==> src/rtl/core/tspbb_pkg.sv <==
`timescale 1ns / 1ps
// ----------------------------------------------------------------------------
// tspbb_pkg
// Shared constants and controller/datapath interface types for the
// branch-and-bound tour search.
// ----------------------------------------------------------------------------
package tspbb_pkg;

  localparam int MAX_CITIES = 16;
  localparam int CITY_W     = 4;
  localparam int CNT_W      = 5;
  localparam int DIST_W     = 16;
  localparam int COST_W     = 20;
  localparam int ADDR_W     = 2 * CITY_W;

  localparam logic [COST_W-1:0] COST_MAX   = {COST_W{1'b1}};
  localparam logic [CNT_W-1:0]  N_MIN      = CNT_W'(2);
  localparam logic [CNT_W-1:0]  N_MAX      = CNT_W'(MAX_CITIES);
  localparam logic [CNT_W-1:0]  N_RESET    = CNT_W'(5);
  localparam logic              FUNC_LOAD  = 1'b0;
  localparam logic              FUNC_SOLVE = 1'b1;

  // commands from the controller to the datapath
  typedef struct packed {
    logic load;
    logic init;
    logic skip;
    logic rd_edge;
    logic rd_close;
    logic descend;
    logic backtrack;
    logic accept;
    logic emit_init;
    logic emit_rd;
    logic emit_load;
    logic emit_next;
  } ctrl_cmd_t;

  // status from the datapath to the controller
  typedef struct packed {
    logic in_func;
    logic start_ok;
    logic cand_ge_n;
    logic lv_zero;
    logic skip;
    logic cost_lt_best;
    logic last_level;
    logic closed_lt_best;
    logic tour_valid;
    logic out_valid;
    logic emit_last;
  } dp_sts_t;

endpackage

==> src/rtl/core/tspbb_ctrl.sv <==
`timescale 1ns / 1ps
// ----------------------------------------------------------------------------
// tspbb_ctrl
// Sequencer for loads, the depth-first search and the tour word output.
// ----------------------------------------------------------------------------
module tspbb_ctrl
  import tspbb_pkg::*;
(
  input  logic       clk,
  input  logic       rst,
  input  logic       in_valid,
  output logic       in_stall,
  input  logic       out_stall,
  input  dp_sts_t    sts,
  output ctrl_cmd_t  cmd
);

  typedef enum logic [2:0] {
    S_IDLE, S_EVAL, S_EDGE, S_CLOSE, S_EMIT_RD, S_EMIT_WAIT, S_EMIT_HOLD
  } state_t;

  state_t state;
  state_t state_next;
  logic   in_take;
  logic   out_take;

  assign in_stall = (state != S_IDLE);
  assign in_take  = in_valid && !in_stall;
  assign out_take = sts.out_valid && !out_stall;

  // next state and commands
  always_comb begin
    state_next = state;
    cmd        = '0;
    case (state)
      S_IDLE: begin
        if (in_take) begin
          if (sts.in_func == FUNC_LOAD) begin
            cmd.load = 1'b1;
          end else if (sts.start_ok) begin
            cmd.init   = 1'b1;
            state_next = S_EVAL;
          end
        end
      end
      S_EVAL: begin
        if (sts.cand_ge_n) begin
          if (!sts.lv_zero) begin
            cmd.backtrack = 1'b1;
          end else if (sts.tour_valid) begin
            cmd.emit_init = 1'b1;
            state_next    = S_EMIT_RD;
          end else begin
            state_next = S_IDLE;
          end
        end else if (sts.skip) begin
          cmd.skip = 1'b1;
        end else begin
          cmd.rd_edge = 1'b1;
          state_next  = S_EDGE;
        end
      end
      S_EDGE: begin
        state_next = S_EVAL;
        if (sts.cost_lt_best) begin
          if (sts.last_level) begin
            cmd.rd_close = 1'b1;
            state_next   = S_CLOSE;
          end else begin
            cmd.descend = 1'b1;
          end
        end
      end
      S_CLOSE: begin
        cmd.accept = sts.closed_lt_best;
        state_next = S_EVAL;
      end
      S_EMIT_RD: begin
        cmd.emit_rd = 1'b1;
        state_next  = S_EMIT_WAIT;
      end
      S_EMIT_WAIT: begin
        cmd.emit_load = 1'b1;
        state_next    = S_EMIT_HOLD;
      end
      S_EMIT_HOLD: begin
        if (out_take) begin
          if (sts.emit_last) begin
            state_next = S_IDLE;
          end else begin
            cmd.emit_next = 1'b1;
            state_next    = S_EMIT_RD;
          end
        end
      end
      default: begin
        state_next = S_IDLE;
      end
    endcase
  end

  // state register
  always_ff @(posedge clk) begin
    if (rst) begin
      state <= S_IDLE;
    end else begin
      state <= state_next;
    end
  end

endmodule

==> config.mk <==
export PLATFORM = sky130hd
export DESIGN_NAME = tspbb_ctrl
export DESIGN_NICKNAME = d
export VERILOG_FILES = /design/src/rtl/core/tspbb_pkg.sv /design/src/rtl/core/tspbb_ctrl.sv
export SDC_FILE = /design/constraint.sdc
export NUM_CORES = 1
export LEC_CHECK = 0
export ABC_AREA = 1
export BUFFER_PORTS_ARGS = -buffer_cell sky130_fd_sc_hd__buf_4
export CORE_AREA = 2 2 39 41
export CTS_CLUSTER_DIAMETER = 100
export DETAILED_ROUTE_END_ITERATION = 16
export DIE_AREA = 0 0 41 43
export PLACE_DENSITY = 0.63
export RECOVER_POWER = 25
export SLEW_MARGIN = 20
export SYNTH_ARGS = -nofsm -noshare
export SYNTH_HDL_FRONTEND = slang
export SYNTH_SLANG_ARGS = --single-unit
==> constraint.sdc <==
create_clock -name clk -period 0.95 [get_ports clk]
set_input_delay 0.285 -clock clk [delete_from_list [all_inputs] [get_ports clk]]
set_output_delay 0.285 -clock clk [all_outputs]
set_load 0.005 [all_outputs]
# Word-level counts from Yosys, hierarchy flattened

Index checks and enable logic that the tools add are counted.
Widths: inputs -> output; s select.

Reductions and logical operators: 7
Equality and inequality tests: 12
Mux-type cells: 38

Operators by type and width:

| operator           | count |
|---|---|
| $mux 3             | 9 |
| $pmux 3 s7         | 1 |
| $mux 1             | 20 |
| $mux 2             | 8 |
| $eq 3x3->1 const B | 3 |
| $ne 2x2->1 const B | 4 |
| $eq 3x2->1 const B | 2 |
| $ne 3x3->1 const B | 2 |
| $reduce_and 6->1   | 1 |
| $eq 3x1->1 const B | 1 |
| $logic_not 3->1    | 1 |
| $reduce_bool 3->1  | 1 |
| $logic_and 1x1->1  | 2 |
| $logic_not 1->1    | 2 |

Logic and storage cells: 58
Bits in registers: 3

# Depth between registers and ports, before layout

Depth in word-level cells: 5
Gate-level depth with buffers: 9

# Least setup slack after synthesis

Ideal clock, no wire load.

Path kind: register to output
Start point: register state[0]
End point: output port cmd[11] (netlist bit)
Required time: 0.665 ns
Path buffers: 1
Cell stages (with the launch flop): 5
Slack: -0.187 ns
Data arrival time: 0.852 ns
Cell sequence: dfxtp_1 buf_6 nor2_1 nand2_1 nor3_1

RTL lines:

| element                | line              | RTL |
|---|---|---|
| start, declared        | tspbb_ctrl.sv:22  | `state_t state;` |
| start signal, assigned | tspbb_ctrl.sv:107 | `state <= state_next;` |
| end, declared          | tspbb_ctrl.sv:15  | `output ctrl_cmd_t cmd` |

==> PnR_summary.wiki <==
{| class="wikitable"
! Metric !! Value
|-
| Run status || complete, but fails checks
|-
| Failing checks || setup timing
|-
| Finish-stage setup viols || 16
|-
| Number of nets with antenna violations after routing || 0
|-
| Post-synth top area share || 0.164
|-
| Number of synthesized register bits || 3
|-
| Total routing usage reported by global routing || 0.135
|-
| Wire length after detailed routing || 1.14 mm
|-
| Max-Slew Margin vs Limit || 0.878
|-
| Die outline area || 1760 sq um
|-
| Unrepaired setup endpoints after global routing || yes
|-
| Flip-flop count of the largest register after layout || 3
|-
| Highest attainable clock frequency || 713 MHz
|-
| Library cell occupying the most area in the post-synthesis netlist || sky130_fd_sc_hd__dfxtp_1
|-
| Maximum clock skew at final layout || 4.42 ps
|-
| Final slew viol count || 0
|-
| Global-route wire length before repair || 1.64 mm
|-
| Number of cells produced by synthesis || 71
|-
| Distinct cell type count of the synthesized netlist || 16
|-
| Number of placement rows || 14
|-
| Post-synthesis area per instance || 5.16 sq um
|-
| Maximum vdd ir drop || 1.00 mV
|-
| Remaining DRCs || 0
|-
| Post-synthesis cell area || 367 sq um
|-
| Overall power || 1.58 mW
|-
| # IOs || 28
|-
| Starting density of the core || 0.265
|-
| Detail-routed via count per cell || 4.35
|-
| Worst hold path type || input port to flop
|-
| Largest Register || state
|-
| Yosys warnings || 0
|-
| Number of antenna violations at the first check in global routing || 0
|-
| Critical path required time || 660 ps
|-
| First-pass detailed-route iteration total || 4
|-
| Largest cells by area after synthesis || sky130_fd_sc_hd__dfxtp_1, sky130_fd_sc_hd__nor2_1, sky130_fd_sc_hd__inv_1, sky130_fd_sc_hd__nand2_1, sky130_fd_sc_hd__nand3_1
|-
| Clock Tree Buf Depth || 2
|-
| Clk Latency, worst-skew pair || 230 ps
|-
| PwrDens || 1970 nW/um^2
|-
| Synthesized net count || 86
|-
| Final min period || 1400 ps
|-
| Count of placed standard cells including taps || 121
|-
| Std-Cell Core Area || 1380 sq um
|-
| Total of hold buffers inserted after clock tree synthesis || 0
|-
| Max-cap viol count || 0
|-
| Leakage power || 0.445 nW
|-
| Die Y || 43 um
|-
| Nets || 130
|-
| Critical path endpoint category || output port
|-
| Largest registers in the final layout || state (3)
|-
| Antenna Diode Count || 0
|-
| Setup CP Type || flop to output port
|-
| Buffers on Ports || 27
|-
| Pin slew with the least headroom to its limit || 182 ps
|-
| Clk slew on worst S/H paths || 40 ps
|-
| Remaining Overflow, GRT || 0
|-
| Proportion of layout cells with a drive suffix above 1 || 0.605
|-
| Number of non-filler instances in the completed layout || 130
|-
| Final GP Congestion || 0.799
|-
| Mean routed wirelength per cell || 8.80 um
|-
| Proportion of synthesized chip area in sequential cells || 0.164
|-
| Startpoint class of the critical path || flop
|-
| Vias in the first global route || 445
|-
| Hpwl dp || 879 um
|-
| Die width || 41 um
|-
| Inserted Clock Buffers || 3
|-
| Root Buffer || sky130_fd_sc_hd__clkbuf_4
|-
| Clock H-tree levels || 1
|-
| Fraction of the cycle the final worst path needs || 1.48
|-
| Most common cell after layout, fill and taps aside || sky130_fd_sc_hd__buf_4
|-
| Pin count of the biggest net entering global routing || 8
|-
| Synthesis-to-layout area growth || 119%
|-
| Commonest non-fill, non-tap cells in the layout || sky130_fd_sc_hd__buf_4, sky130_fd_sc_hd__inv_1, sky130_fd_sc_hd__nor2_1, sky130_fd_sc_hd__nand2_1, sky130_fd_sc_hd__nand2_2
|-
| Final setup slack of the worst path || -452 ps
|-
| CP Max Fanout || 7
|-
| Iteration-0 DRC count of the detailed router || 3
|-
| Total number of clock tree sinks || 3
|-
| WP data arrival || 1120 ps
|-
| Hold violation total from the final report || 0
|-
| Number of vias after detailed routing || 566
|-
| TritonCTS clock tree || yes
|}
[repair_timing]
item,in CTS,in global routing
setup buffers,2,3
resized for setup,7,7
pin swaps,7,1
endpoints found under the setup margin,16,16
[worst max-delay path, cell delays in order (launching register included)]
cell,delay [ps]
sky130_fd_sc_hd__dfxtp_4,350
sky130_fd_sc_hd__buf_12,140
sky130_fd_sc_hd__nor2_4,100
sky130_fd_sc_hd__nand2_2,80
sky130_fd_sc_hd__nor3_2,100
sky130_fd_sc_hd__buf_4,120
[report_power, final]
| part | internal [mW] | switching (mW) | leakage [nW] |
|---|---|---|---|
| registers | 0.187 | 0.0622 | 0.0267 |
| clock network | 0.157 | 0.0634 | 0.0150 |
| logic | 0.578 | 0.537 | 0.403 |
[area by class of cell]
class	count	area [sq um]
Fill cell	148	581
Timing Repair Buffer	40	313
Multi-Input combinational cell	49	305
Sequential cell	3	71.3
Inverter	18	67.6
Clock buffer	4	26.3
Tap cell	16	20.0
[worst paths after layout]
path                                            start               endpoint  slack [ps]  cells past startpoint
worst min register to register  state[2]$_SDFFE_PP0P_  state[2]$_SDFFE_PP0P_         620                      3
worst max-delay path            state[0]$_SDFFE_PP0P_                cmd[11]        -450                      5
worst min-delay path                              rst  state[1]$_SDFFE_PP0P_         210                      2
worst max register to register  state[0]$_SDFFE_PP0P_  state[2]$_SDFFE_PP0P_        -330                     10
[Yosys cell counts]
| cell type | number |
|---|---|
| sky130_fd_sc_hd__nor2_1 | 15 |
| sky130_fd_sc_hd__inv_1 | 14 |
| sky130_fd_sc_hd__nand2_1 | 13 |
| sky130_fd_sc_hd__inv_2 | 4 |
| sky130_fd_sc_hd__nand3_1 | 4 |
| sky130_fd_sc_hd__nor3_1 | 4 |
| sky130_fd_sc_hd__dfxtp_1 | 3 |
| sky130_fd_sc_hd__nand2_2 | 3 |
| sky130_fd_sc_hd__nor2_2 | 3 |
| sky130_fd_sc_hd__o21ai_0 | 2 |
| sky130_fd_sc_hd__a21oi_1 | 1 |
| sky130_fd_sc_hd__a21oi_2 | 1 |
| sky130_fd_sc_hd__buf_6 | 1 |
| sky130_fd_sc_hd__nand3_2 | 1 |
| sky130_fd_sc_hd__nor4_1 | 1 |
| sky130_fd_sc_hd__o21ai_1 | 1 |
[stage by stage]
stage               hold slack (ps)  utilization  setup WS, ps  cell area [sq um]  setup TNS, ps
finish                          208        0.580          -452                803          -5950
floorplan                       344            -         -65.6                399           -550
CTS                             204        0.542          -441                749          -5770
global route                    206        0.580          -514                803          -7010
global placement                443        0.494          -208                683          -2580
detailed placement              443        0.494          -225                683          -2670
[metal layers]
layer	GRT usage	part of all wire	vias to the layer above
li1	-	-	298
met1	0.151	0.36	245
met2	0.228	0.56	23
met3	0.0471	0.081	0
met4	0.0400	0	0
met5	0	0	-
[logic make-up after synthesis]
group	after synthesis	share of synthesized area
AOI/OAI and AO/OA	5	0.0785
buffers and inverters	19	0.215
and+or+nand+nor	44	0.543
DFF	3	0.164
Power figures use the tool's default switching activity.
